## config.mk

```make
export PLATFORM = sky130hd
export DESIGN_NAME = udp_port_frame_filter
export DESIGN_NICKNAME = d
export VERILOG_FILES = /design/src/hdl/upff_pkg.sv /design/src/hdl/upff_fifo.sv /design/src/hdl/upff_parser.sv /design/src/hdl/udp_port_frame_filter.sv
export SDC_FILE = /design/constraint.sdc
export NUM_CORES = 1
export LEC_CHECK = 0
export BUFFER_PORTS_ARGS = -buffer_cell sky130_fd_sc_hd__buf_2
export CAP_MARGIN = 20
export CORE_ASPECT_RATIO = 1.5
export CORE_MARGIN = 1
export CORE_UTILIZATION = 45
export DETAILED_ROUTE_END_ITERATION = 6
export SLEW_MARGIN = 20
export SYNTH_ARGS = -nofsm -noshare
export SYNTH_HDL_FRONTEND = slang
export SYNTH_HIERARCHICAL = 1
export SYNTH_SLANG_ARGS = --single-unit
```

## constraint.sdc

```tcl
create_clock -name i_clk -period 14.3 [get_ports i_clk]
set_input_delay 2.86 -clock i_clk [delete_from_list [all_inputs] [get_ports i_clk]]
set_output_delay 2.86 -clock i_clk [all_outputs]
set_load 0.02 [all_outputs]
```

## src/hdl/upff_pkg.sv

```systemverilog
// Shared types and constants for the UDP port frame filter.
`timescale 1ns / 1ps
package upff_pkg;
    localparam int          FRAME_LEN_BITS = 13;
    localparam logic [3:0] VD_ACCEPT    = 4'd0;
    localparam logic [3:0] VD_SHORT     = 4'd1;
    localparam logic [3:0] VD_ETYPE     = 4'd2;
    localparam logic [3:0] VD_NOT_V4    = 4'd3;
    localparam logic [3:0] VD_IHL_PROTO = 4'd4;
    localparam logic [3:0] VD_TRUNC     = 4'd5;
    localparam logic [3:0] VD_UDP_LEN   = 4'd6;
    localparam logic [3:0] VD_PORT      = 4'd7;
    localparam logic [3:0] VD_PAY_LEN   = 4'd8;
    localparam logic [3:0] VD_EARLY     = 4'd9;
    localparam logic [3:0] ST_PENDING   = 4'd0;
    localparam logic [3:0] ST_ACCEPT    = 4'd10;
    localparam logic [15:0] ETH_VLAN    = 16'h8100;
    localparam logic [15:0] ETH_IPV4    = 16'h0800;
    localparam logic [7:0]  PROTO_UDP   = 8'd17;
    localparam int          MIN_FRAME   = 42;

    // one result item as it travels through the queue
    typedef struct packed {
        logic        is_verdict;
        logic [7:0]  payload_byte;
        logic        payload_last;
        logic [31:0] src_ip;
        logic [15:0] source_port;
        logic [12:0] payload_length;
        logic [3:0]  verdict;
    } t_result;
endpackage

```

## src/hdl/upff_fifo.sv

```systemverilog
// Short result queue between the parser and the output stage.
`timescale 1ns / 1ps
module upff_fifo #(
    parameter int DEPTH_BITS = 2
) (
    input  logic                i_clk,
    input  logic                i_rst_n,
    input  logic                i_push,
    input  upff_pkg::t_result   i_data,
    input  logic                i_pop,
    output upff_pkg::t_result   o_data,
    output logic                o_empty,
    output logic [DEPTH_BITS:0] o_count
);
    localparam int DEPTH = 1 << DEPTH_BITS;
    upff_pkg::t_result r_mem [DEPTH];
    logic [DEPTH_BITS-1:0] r_wr, r_rd;
    logic [DEPTH_BITS:0]   r_cnt;

    // advance pointers and count
    always_ff @(posedge i_clk) begin
        if (!i_rst_n) begin
            r_wr  <= '0;
            r_rd  <= '0;
            r_cnt <= '0;
        end else begin
            if (i_push) r_wr <= r_wr + 1'b1;
            if (i_pop)  r_rd <= r_rd + 1'b1;
            r_cnt <= r_cnt + (DEPTH_BITS+1)'(i_push) - (DEPTH_BITS+1)'(i_pop);
        end
    end

    // store entries
    always_ff @(posedge i_clk) begin
        if (i_push) r_mem[r_wr] <= i_data;
    end

    assign o_data  = r_mem[r_rd];
    assign o_empty = (r_cnt == '0);
    assign o_count = r_cnt;
endmodule

```

## src/hdl/upff_parser.sv

```systemverilog
// Front part: header parser and classifier, one byte per cycle while i_en is high.
`timescale 1ns / 1ps
module upff_parser (
    input  logic                                i_clk,
    input  logic                                i_rst_n,
    input  logic                                i_en,
    input  logic [7:0]                          i_byte,
    input  logic [upff_pkg::FRAME_LEN_BITS-1:0] i_flen,
    input  logic                                i_last,
    input  logic [15:0]                         i_listen_port,
    output logic                                o_push_pay,
    output upff_pkg::t_result                   o_pay,
    output logic                                o_push_vd,
    output upff_pkg::t_result                   o_vd
);
    localparam int FL = upff_pkg::FRAME_LEN_BITS;
    localparam logic [FL-1:0] POS_MAX = {FL{1'b1}};

    logic [FL-1:0] r_pos, r_flen;
    logic          r_vlan;
    logic [5:0]    r_ihl;
    logic [23:0]   r_shift;
    logic [31:0]   r_src_ip;
    logic [15:0]   r_sport, r_ulen;
    logic [3:0]    r_status;

    logic [31:0] w_shift;
    logic [FL-1:0] w_flen;
    logic [3:0]  w_status0;
    logic [16:0] w_ipoff, w_udpoff, w_paystart, w_payend, w_pos, w_end_new;
    logic        w_ihl_ok, w_accept_now;

    assign w_shift   = {r_shift, i_byte};
    assign w_pos     = 17'(r_pos);
    assign w_flen    = (r_pos == '0) ? i_flen : r_flen;
    assign w_status0 = (r_pos == '0 && 32'(i_flen) < upff_pkg::MIN_FRAME) ?
                       upff_pkg::VD_SHORT : r_status;
    assign w_ipoff   = r_vlan ? 17'd18 : 17'd14;
    assign w_udpoff  = w_ipoff + 17'(r_ihl);
    assign w_paystart = w_udpoff + 17'd8;
    assign w_payend  = (r_ulen >= 16'd8) ? w_udpoff + 17'(r_ulen) : w_paystart;
    assign w_ihl_ok  = (r_ihl >= 6'd20);
    assign w_end_new = w_udpoff + 17'(w_shift[15:0]);

    logic [3:0]  n_status;
    logic        n_vlan;
    logic [5:0]  n_ihl;
    logic [31:0] n_src_ip;
    logic [15:0] n_sport, n_ulen;
    logic [16:0] w_end_eff;

    // classify the current byte
    always_comb begin
        n_status   = w_status0;
        n_vlan     = r_vlan;
        n_ihl      = r_ihl;
        n_src_ip   = r_src_ip;
        n_sport    = r_sport;
        n_ulen     = r_ulen;
        w_end_eff  = w_payend;
        w_accept_now = 1'b0;
        if (w_status0 == upff_pkg::ST_PENDING) begin
            if (w_pos == 17'd13) begin
                if (w_shift[15:0] == upff_pkg::ETH_VLAN) n_vlan = 1'b1;
                else if (w_shift[15:0] != upff_pkg::ETH_IPV4)
                    n_status = upff_pkg::VD_ETYPE;
            end else if (r_vlan && w_pos == 17'd17) begin
                if (w_shift[15:0] != upff_pkg::ETH_IPV4) n_status = upff_pkg::VD_ETYPE;
            end else if (w_pos == w_ipoff && w_pos >= 17'd14) begin
                if (i_byte[7:4] != 4'd4) n_status = upff_pkg::VD_NOT_V4;
                else begin
                    n_ihl = {i_byte[3:0], 2'b00};
                    if ({i_byte[3:0], 2'b00} < 6'd20) n_status = upff_pkg::VD_IHL_PROTO;
                end
            end else if (w_ihl_ok && w_pos == w_ipoff + 17'd9) begin
                if (i_byte != upff_pkg::PROTO_UDP) n_status = upff_pkg::VD_IHL_PROTO;
                else if (17'(w_flen) < w_udpoff + 17'd8) n_status = upff_pkg::VD_TRUNC;
            end else if (w_ihl_ok && w_pos == w_ipoff + 17'd15) begin
                n_src_ip = w_shift;
            end else if (w_ihl_ok && w_pos == w_udpoff + 17'd1) begin
                n_sport = w_shift[15:0];
            end else if (w_ihl_ok && w_pos == w_udpoff + 17'd5) begin
                n_ulen = w_shift[15:0];
                if (w_shift[15:0] < 16'd8) n_status = upff_pkg::VD_UDP_LEN;
                else if (w_shift[31:16] != i_listen_port) n_status = upff_pkg::VD_PORT;
                else if (w_shift[15:0] == 16'd8 || w_end_new > 17'(w_flen))
                    n_status = upff_pkg::VD_PAY_LEN;
                else n_status = upff_pkg::ST_ACCEPT;
                w_end_eff = (w_shift[15:0] >= 16'd8) ? w_end_new : w_paystart;
                w_accept_now = 1'b1;
            end
        end
    end

    // form the payload and verdict results
    always_comb begin
        o_push_pay = i_en && !w_accept_now && w_status0 == upff_pkg::ST_ACCEPT &&
                     w_pos >= w_paystart && w_pos < w_payend;
        o_pay = '0;
        o_pay.payload_byte   = i_byte;
        o_pay.payload_last   = (w_pos + 17'd1 == w_payend);
        o_pay.src_ip         = r_src_ip;
        o_pay.source_port    = r_sport;
        o_pay.payload_length = 13'(r_ulen - 16'd8);
        o_push_vd = i_en && i_last;
        o_vd = '0;
        o_vd.is_verdict = 1'b1;
        if (n_status == upff_pkg::ST_PENDING) o_vd.verdict = upff_pkg::VD_EARLY;
        else if (n_status == upff_pkg::ST_ACCEPT) begin
            if (w_pos + 17'd1 >= w_end_eff) begin
                o_vd.verdict        = upff_pkg::VD_ACCEPT;
                o_vd.src_ip         = n_src_ip;
                o_vd.source_port    = n_sport;
                o_vd.payload_length = 13'(n_ulen - 16'd8);
            end else o_vd.verdict = upff_pkg::VD_EARLY;
        end else o_vd.verdict = n_status;
    end

    // update frame state
    always_ff @(posedge i_clk) begin
        if (!i_rst_n || (i_en && i_last)) begin
            r_pos <= '0; r_flen <= '0; r_vlan <= 1'b0; r_ihl <= '0;
            r_shift <= '0; r_src_ip <= '0; r_sport <= '0; r_ulen <= '0;
            r_status <= upff_pkg::ST_PENDING;
        end else if (i_en) begin
            if (r_pos != POS_MAX) r_pos <= r_pos + 1'b1;
            r_flen <= w_flen; r_vlan <= n_vlan; r_ihl <= n_ihl;
            r_shift <= w_shift[23:0]; r_src_ip <= n_src_ip;
            r_sport <= n_sport; r_ulen <= n_ulen; r_status <= n_status;
        end
    end
endmodule

```

## src/hdl/udp_port_frame_filter.sv

```systemverilog
// Top level: UDP port frame filter with parser, result queue and output stage.
// Order: a result is queued when its byte is taken and reaches the master side in queue order;
// a verdict that shares its byte with a payload result is held in r_vd and queued next cycle.
// Throughput: one byte per cycle; each byte gives at most two results, queued one per
// cycle in a four-entry queue; the slave side stalls while three or more entries wait.
// Reset: synchronous active low; clears frame state and the queue, listen port 2386.
`timescale 1ns / 1ps
module udp_port_frame_filter (
    input  logic        i_clk,
    input  logic        i_rst_n,
    input  logic        s_axis_tvalid,
    output logic        s_axis_tready,
    input  logic [23:0] s_axis_tdata,   // data_byte[7:0], frame_length[20:8], zero
    input  logic        s_axis_tlast,   // last_byte
    output logic        m_axis_tvalid,
    input  logic        m_axis_tready,
    output logic [79:0] m_axis_tdata,   // payload_byte, src_ip, source_port,
                                        // payload_length, verdict, zero
    output logic        m_axis_tlast,   // payload_last
    output logic        m_axis_tuser,   // is_verdict
    input  logic        i_cfg_we,
    input  logic [15:0] i_cfg_data
);
    logic [15:0] r_listen_port;
    always_ff @(posedge i_clk) begin
        if (!i_rst_n) r_listen_port <= 16'd2386;
        else if (i_cfg_we) r_listen_port <= i_cfg_data;
    end

    logic w_en, w_push_pay, w_push_vd, w_pop, w_empty;
    upff_pkg::t_result w_pay, w_vd, w_q;
    logic [2:0] w_count;

    assign s_axis_tready = (w_count <= 3'd2);
    assign w_en = s_axis_tvalid && s_axis_tready;

    upff_parser u_parser (
        .i_clk, .i_rst_n, .i_en(w_en), .i_byte(s_axis_tdata[7:0]),
        .i_flen(s_axis_tdata[8 +: upff_pkg::FRAME_LEN_BITS]), .i_last(s_axis_tlast),
        .i_listen_port(r_listen_port), .o_push_pay(w_push_pay), .o_pay(w_pay),
        .o_push_vd(w_push_vd), .o_vd(w_vd)
    );

    // two results in one cycle: payload goes into the queue first, verdict follows
    logic r_hold_vd;
    upff_pkg::t_result r_vd;
    logic w_push;
    upff_pkg::t_result w_in;
    always_comb begin
        w_push = r_hold_vd || w_push_pay || w_push_vd;
        w_in   = r_hold_vd ? r_vd : (w_push_pay ? w_pay : w_vd);
    end
    always_ff @(posedge i_clk) begin
        if (!i_rst_n) r_hold_vd <= 1'b0;
        else r_hold_vd <= w_push_vd && (r_hold_vd || w_push_pay);
        if (w_push_vd) r_vd <= w_vd;
    end

    upff_fifo #(.DEPTH_BITS(2)) u_fifo (
        .i_clk, .i_rst_n, .i_push(w_push), .i_data(w_in), .i_pop(w_pop),
        .o_data(w_q), .o_empty(w_empty), .o_count(w_count)
    );

    assign m_axis_tvalid = !w_empty;
    assign w_pop = m_axis_tvalid && m_axis_tready;
    assign m_axis_tdata = {7'b0, w_q.verdict, w_q.payload_length, w_q.source_port,
                           w_q.src_ip, w_q.payload_byte};
    assign m_axis_tlast = w_q.payload_last;
    assign m_axis_tuser = w_q.is_verdict;

    // a held verdict never meets a payload result
    assert property (@(posedge i_clk) disable iff (!i_rst_n)
        r_hold_vd |-> !w_push_pay) else $error("verdict overrun");
    // queue never overflows
    assert property (@(posedge i_clk) disable iff (!i_rst_n)
        w_count <= 3'd4) else $error("queue overflow");
    // payload results never carry a verdict code
    assert property (@(posedge i_clk) disable iff (!i_rst_n)
        (m_axis_tvalid && !m_axis_tuser) |-> m_axis_tdata[72:69] == 4'd0)
        else $error("payload with verdict");
endmodule
```

---- Word level (Yosys, flattened, before mapping) ----
Memories as Yosys holds them, arrays and structs flattened. A register that Yosys moved wholly into a read port is not among the register bits.
Cells that the tools add are included.
cells by class
  add/subtract/negate cells ............... 16
  $mul .................................... 0
  div/mod/pow operators ................... 0
  order comparisons ....................... 13
  eq/ne operators ......................... 17
  shift-type cells ........................ 0
  mux-type cells .......................... 71
  bitwise logic cells ..................... 3
  reductions and logical operators ........ 29
operator list
  kind                                                   count
  2-to-1 mux 16 bit                                      15
  2-to-1 mux 32 bit                                      6
  2-to-1 mux 61 bit                                      3
  2-to-1 mux 17 bit                                      10
  2-to-1 mux 75 bit                                      2
  == test 13 x 17 -> 1 bit                               5
  2-to-1 mux 4 bit                                       20
  adder 17 x 4 -> 17 bit (second input constant)         3
  adder 17 x 16 -> 17 bit                                2
  < comparator 13 x 17 -> 1 bit                          2
  >= comparator 16 x 4 -> 1 bit (second input constant)  2
  subtractor 13 x 4 -> 13 bit (second input constant)    2
  adder 17 x 1 -> 17 bit (second input constant)         1
  adder 17 x 3 -> 17 bit (second input constant)         1
  adder 17 x 6 -> 17 bit                                 1
  == test 17 bit                                         1
  >= comparator 13 x 17 -> 1 bit                         1
  >= comparator 17 bit                                   1
  greater-than comparator 17 x 13 -> 1 bit               1
  == test 16 bit (second input constant)                 1
  == test 16 x 4 -> 1 bit (second input constant)        1
  < comparator 16 x 4 -> 1 bit (second input constant)   1
  != test 16 x 12 -> 1 bit (second input constant)       1
  != test 16 bit                                         1
  other kinds (30)                                       65
word-level totals
  register bits after elaboration ......... 212
  latch bits .............................. 0
  memory bits (writable) .................. 300
  bits in read-only memories .............. 0
  input port bits ......................... 46
  output and inout port bits .............. 84
  memories kept ........................... 1
memories
  memory        words  bits a word  rd ports  clocked after memory_dff  wr ports  RTL line         RTL
  u_fifo.r_mem  4      75           1         1                         1         upff_fifo.sv:16  upff_pkg::t_result r_mem [DEPTH];

---- Depth between registers and ports, before layout ----
  depth in word-level cells ............... 22
  gate-level depth with buffers ........... 29
  mapped depth without buffers ............ 25

---- Modules after synthesis ----
Netlist, hierarchy kept.
by module, submodules not included
  module                 times used  cells an instance  area each (µm²)  sequential area each (µm²)
  upff_fifo              1           433                11254.5          9188.8
  upff_parser            1           1369               10053.4          2462.4
  udp_port_frame_filter  1           392                4569.4           2592.5

---- Least setup slack after synthesis ----
OpenSTA, ideal clock, no wires.
  path kind ............................... input to register
  start point ............................. input port s_axis_tvalid
  end point ............................... memory u_fifo/r_mem[0][0] in the netlist's numbering, enable pin
  setup time .............................. 0.441 ns
  data arrival time ....................... 7.185 ns
  data required time ...................... 13.859 ns
  slack ................................... 6.674 ns
  stages .................................. 5
  cell sequence ........................... and2_1 > clkbuf_1 > and2_1 > or3_1 > and2_1
on the way
  elaborated cells on any way between the ends .. 10
  classes of those cells .................. 2 x mux; 8 x reduce/logical
RTL lines
  element                                 RTL line                     RTL
  start: declaration                      udp_port_frame_filter.sv:11  input logic s_axis_tvalid,
  logical AND 1 bit                       udp_port_frame_filter.sv:35  assign w_en = s_axis_tvalid && s_axis_tready;
  logical AND 1 bit                       upff_parser.sv:105           o_push_vd = i_en && i_last;
  net w_push_vd                           udp_port_frame_filter.sv:30  logic w_en, w_push_pay, w_push_vd, w_pop, w_empty;
  logical OR 1 bit                        udp_port_frame_filter.sv:50  w_push = r_hold_vd || w_push_pay || w_push_vd;
  net w_push                              udp_port_frame_filter.sv:47  logic w_push;
  2-to-1 mux 1 bit                        upff_fifo.sv:35              if (i_push) r_mem[r_wr] <= i_data;
  2-to-1 mux 1 bit (not written as such)  upff_fifo.sv:35
  end: declaration                        upff_fifo.sv:16
The timed path passes the listed nets, and every way through them passes these cells.

==> qor.csv <==
stage,metric,value,unit
cts,cts-root-buf,clkbuf_16,
layout,num_antenna_cells,0,
logic_synthesis,synth_xor_area_share,3.34,%
logic_synthesis,yosysTopAreaCell,edfxtp_1,
sta,finalCriticalPeriod,8830,ps
sta,slew_viol_final,0,
power_and_ir_drop,leakage,10.3,nW
floorplanning,initial_utilization,45.6,%
critical_path,critPathLaunchType,input pin,
cts,clock_sinks,524,
logic_synthesis,synth-simple-area-share,11.9,%
floorplanning,io_pins,130,
layout,stdcell_area,28400,um2
critical_path,crit_type,in -> reg,
logic_synthesis,synth-compound-area-share,8.42,%
logic_synthesis,synth.avg_cell_area,11.8,um2
global_routing,grt_pass1_vias,16992,
layout,syn_to_final_growth,9.94,%
critical_path,arrival,9100,ps
logic_synthesis,synthTopCellsByCount,"edfxtp_1 (375), nand2_1 (296), nor2_1 (174)",
layout,final-instance-count-excl-fill,3036,
cts,clockBufferDepth,3,
sta,rsz0062_at_grt,false,
critical_path,cp-end-kind,flop,
routing,drtPass1Iterations,5,
critical_path,crit_fanout,61,
logic_synthesis,yosys_most_used_dff,edfxtp_1,
floorplanning,die_w,198,um
logic_synthesis,synth_edf_count,375,
layout,fin_nets,2364,
global_routing,gr-total-overflow,0,
run_status,outcome,completed,
logic_synthesis,syn_area,25900,um2
layout,layout.area.seq,14300,um2
routing,drt_wl_total,66.5,mm
critical_path,cp.required,14570,ps
cts,cts_setup_buffers,0,
routing,vias,17166,
routing,drtIter0Drc,1218,
logic_synthesis,yosys_warnings,6,
cts,clk_pin_slew,60,ps
logic_synthesis,synth_seq_cells,524,
global_routing,grt_pass1_wl,102,mm
placement,portBuffers,119,
cts,tritoncts,yes,
routing,wl_per_cell,21.9,um
cts,htree_levels,2,
logic_synthesis,yosysTopAreaCellShare,43.5,%
logic_synthesis,synthCells,2194,
logic_synthesis,yosysSeqAreaShare,55.0,%
logic_synthesis,synth_top_family_by_area,multiplexers,
global_routing,antenna_found_initial,0,
floorplanning,die_h,296,um
routing,via_per_inst,5.65,
sta,max_freq,0.113,GHz
sta,setup_tns,0,ps
sta,post-route-period-util,61.7,%
cts,clk_latency,590,ps
sta,slew_headroom,30.4,%
sta,tightest_slew,1040,ps
sta,finClkSkew,42.0,ps
layout,multi_input_area,10700,um2
logic_synthesis,async_reset_ff_share,0,%
cts,tritoncts.num_buffers,48,
power_and_ir_drop,power_density,138,nW/um2
floorplanning,core,56800,um2
placement,dpl_cell_area,26800,um2
logic_synthesis,netlist-cell-type-count,76,
global_routing,grt_util_all_layers,23.0,%
sta,setup_viol,0,
placement,placed_cells,2947,
logic_synthesis,synthMuxAreaShare,12.8,%
logic_synthesis,synth_area_leaders,"edfxtp_1 (44%), dfxtp_1 (12%), mux4_2 (6.5%)",
routing,drc,0,
cts,cts_resized,0,
routing,final_antenna_net_count,0,
placement,dpl.hpwl,44.1,mm
placement,gp_congestion,0.928,
sta,holdWs,470,ps
logic_synthesis,synthAdderAreaFrac,4.18,%
logic_synthesis,synth_most_common_cell,edfxtp_1,
hold_path,min_path_type,reg -> reg,
layout,layout-drive-gt1-share,14.5,%
cts,cts_hold_buffers,0,
flow_run,max_cap_violations,0,
global_routing,grt_max_degree,92,
layout,fillCellCount,5078,
floorplanning,die_area,58500,um2
sta,timing_hold_violations_final,0,
power_and_ir_drop,ir_drop,0.116,mV
floorplanning,rows,107,
## cell usage in the layout, fill, tap and decap left out, types with 45 or more instances in the layout
master / n
mux4_2: 75
buf_2: 119
nand2_1: 295
nor2_1: 173
xor2_1: 45
o21ai_0: 92
edfxtp_1: 375
mux2i_1: 158
clkbuf_16: 49
a21oi_1: 138
dfxtp_1: 146
ha_1: 80
## kinds of logic (layout without fill, tap and decap cells)
kind of cell,Yosys count,count (layout)
AO/OA/AOI/OAI,369,369
XOR/XNOR,92,92
adder cells (fa/ha/maj),84,84
buffers and inverters,210,270
flip-flops,524,524
multiplexers,236,236
other,3,22
AND/OR/NAND/NOR,676,676
## final cells by class
type / count / share of cell area (%)
Sequential cell: 524 / 50.1
Inverter: 38 / 0.501
Timing Repair Buffer: 143 / 2.73
Clock buffer: 61 / 4.57
Multi-Input combinational cell: 1479 / 37.5
Tap cell: 763 / 3.36
Clock inverter: 28 / 1.28
## sequential cells by signal, summed over array words and instances, names as in the netlist, 16 cells and up, named ones only
name	count
u_parser/r_sport	16
u_parser/r_src_ip	32
u_parser/r_shift	24
r_listen_port	16
u_parser/r_ulen	16
r_vd	75
u_fifo/r_mem	300
## worst max-delay path, cell delays in order
cell       delay, ps
buf_2            340
inv_1            340
fa_1             530
nor2b_1          170
o31a_1           260
o21ai_0          110
nand2b_1         190
nand3_1          130
xnor2_1          570
ha_1             240
nand4_1          110
nor4_1           320
a22o_1           210
o2111ai_1        180
a211oi_1         360
a211oi_1          90
or3_1            480
nand4b_4         200
buf_4            390
nor2_1           230
mux2i_1           90
o21ai_0          660
## stage by stage
stage,setup WS (ps),utilization [%],power [mW]
6_report,5470,50.1,3.93
3_5_place_dp,4940,47.2,2.62
3_3_place_gp,5110,47.2,2.61
5_1_grt,5190,50.1,4.09
2_1_floorplan,6670,-,2.38
4_1_cts,5520,50.1,3.97
## worst paths after layout
| check | end | cells past startpoint | slack (ps) | from |
|---|---|---|---|---|
| setup / recovery | u_fifo/r_mem[2][20] | 22 | 5470 | s_axis_tdata[1] |
| hold / removal | u_parser/r_src_ip[21] | 2 | 470 | u_parser/r_src_ip[21] |
| setup reg to reg | u_fifo/r_mem[2][20] | 24 | 6390 | u_parser/r_vlan |
| hold reg to reg | u_parser/r_src_ip[21] | 2 | 470 | u_parser/r_src_ip[21] |
## power breakdown
part | internal (mW) | switching, mW
logic | 0.316 | 0.479
registers | 1.71 | 0.0710
clock network | 0.778 | 0.572
total | 2.80 | 1.12
## routing by layer
| layer | up-vias | GRT usage (%) | wire length, um |
|---|---|---|---|
| met5 | - | 0 | 0 |
| met3 | 149 | 2.56 | 2790 |
| li1 | 8049 | - | - |
| met4 | 0 | 11.0 | 3140 |
| met2 | 464 | 39.1 | 32600 |
| met1 | 8504 | 29.4 | 28000 |
No activity file was read; power rests on OpenSTA's default activity.
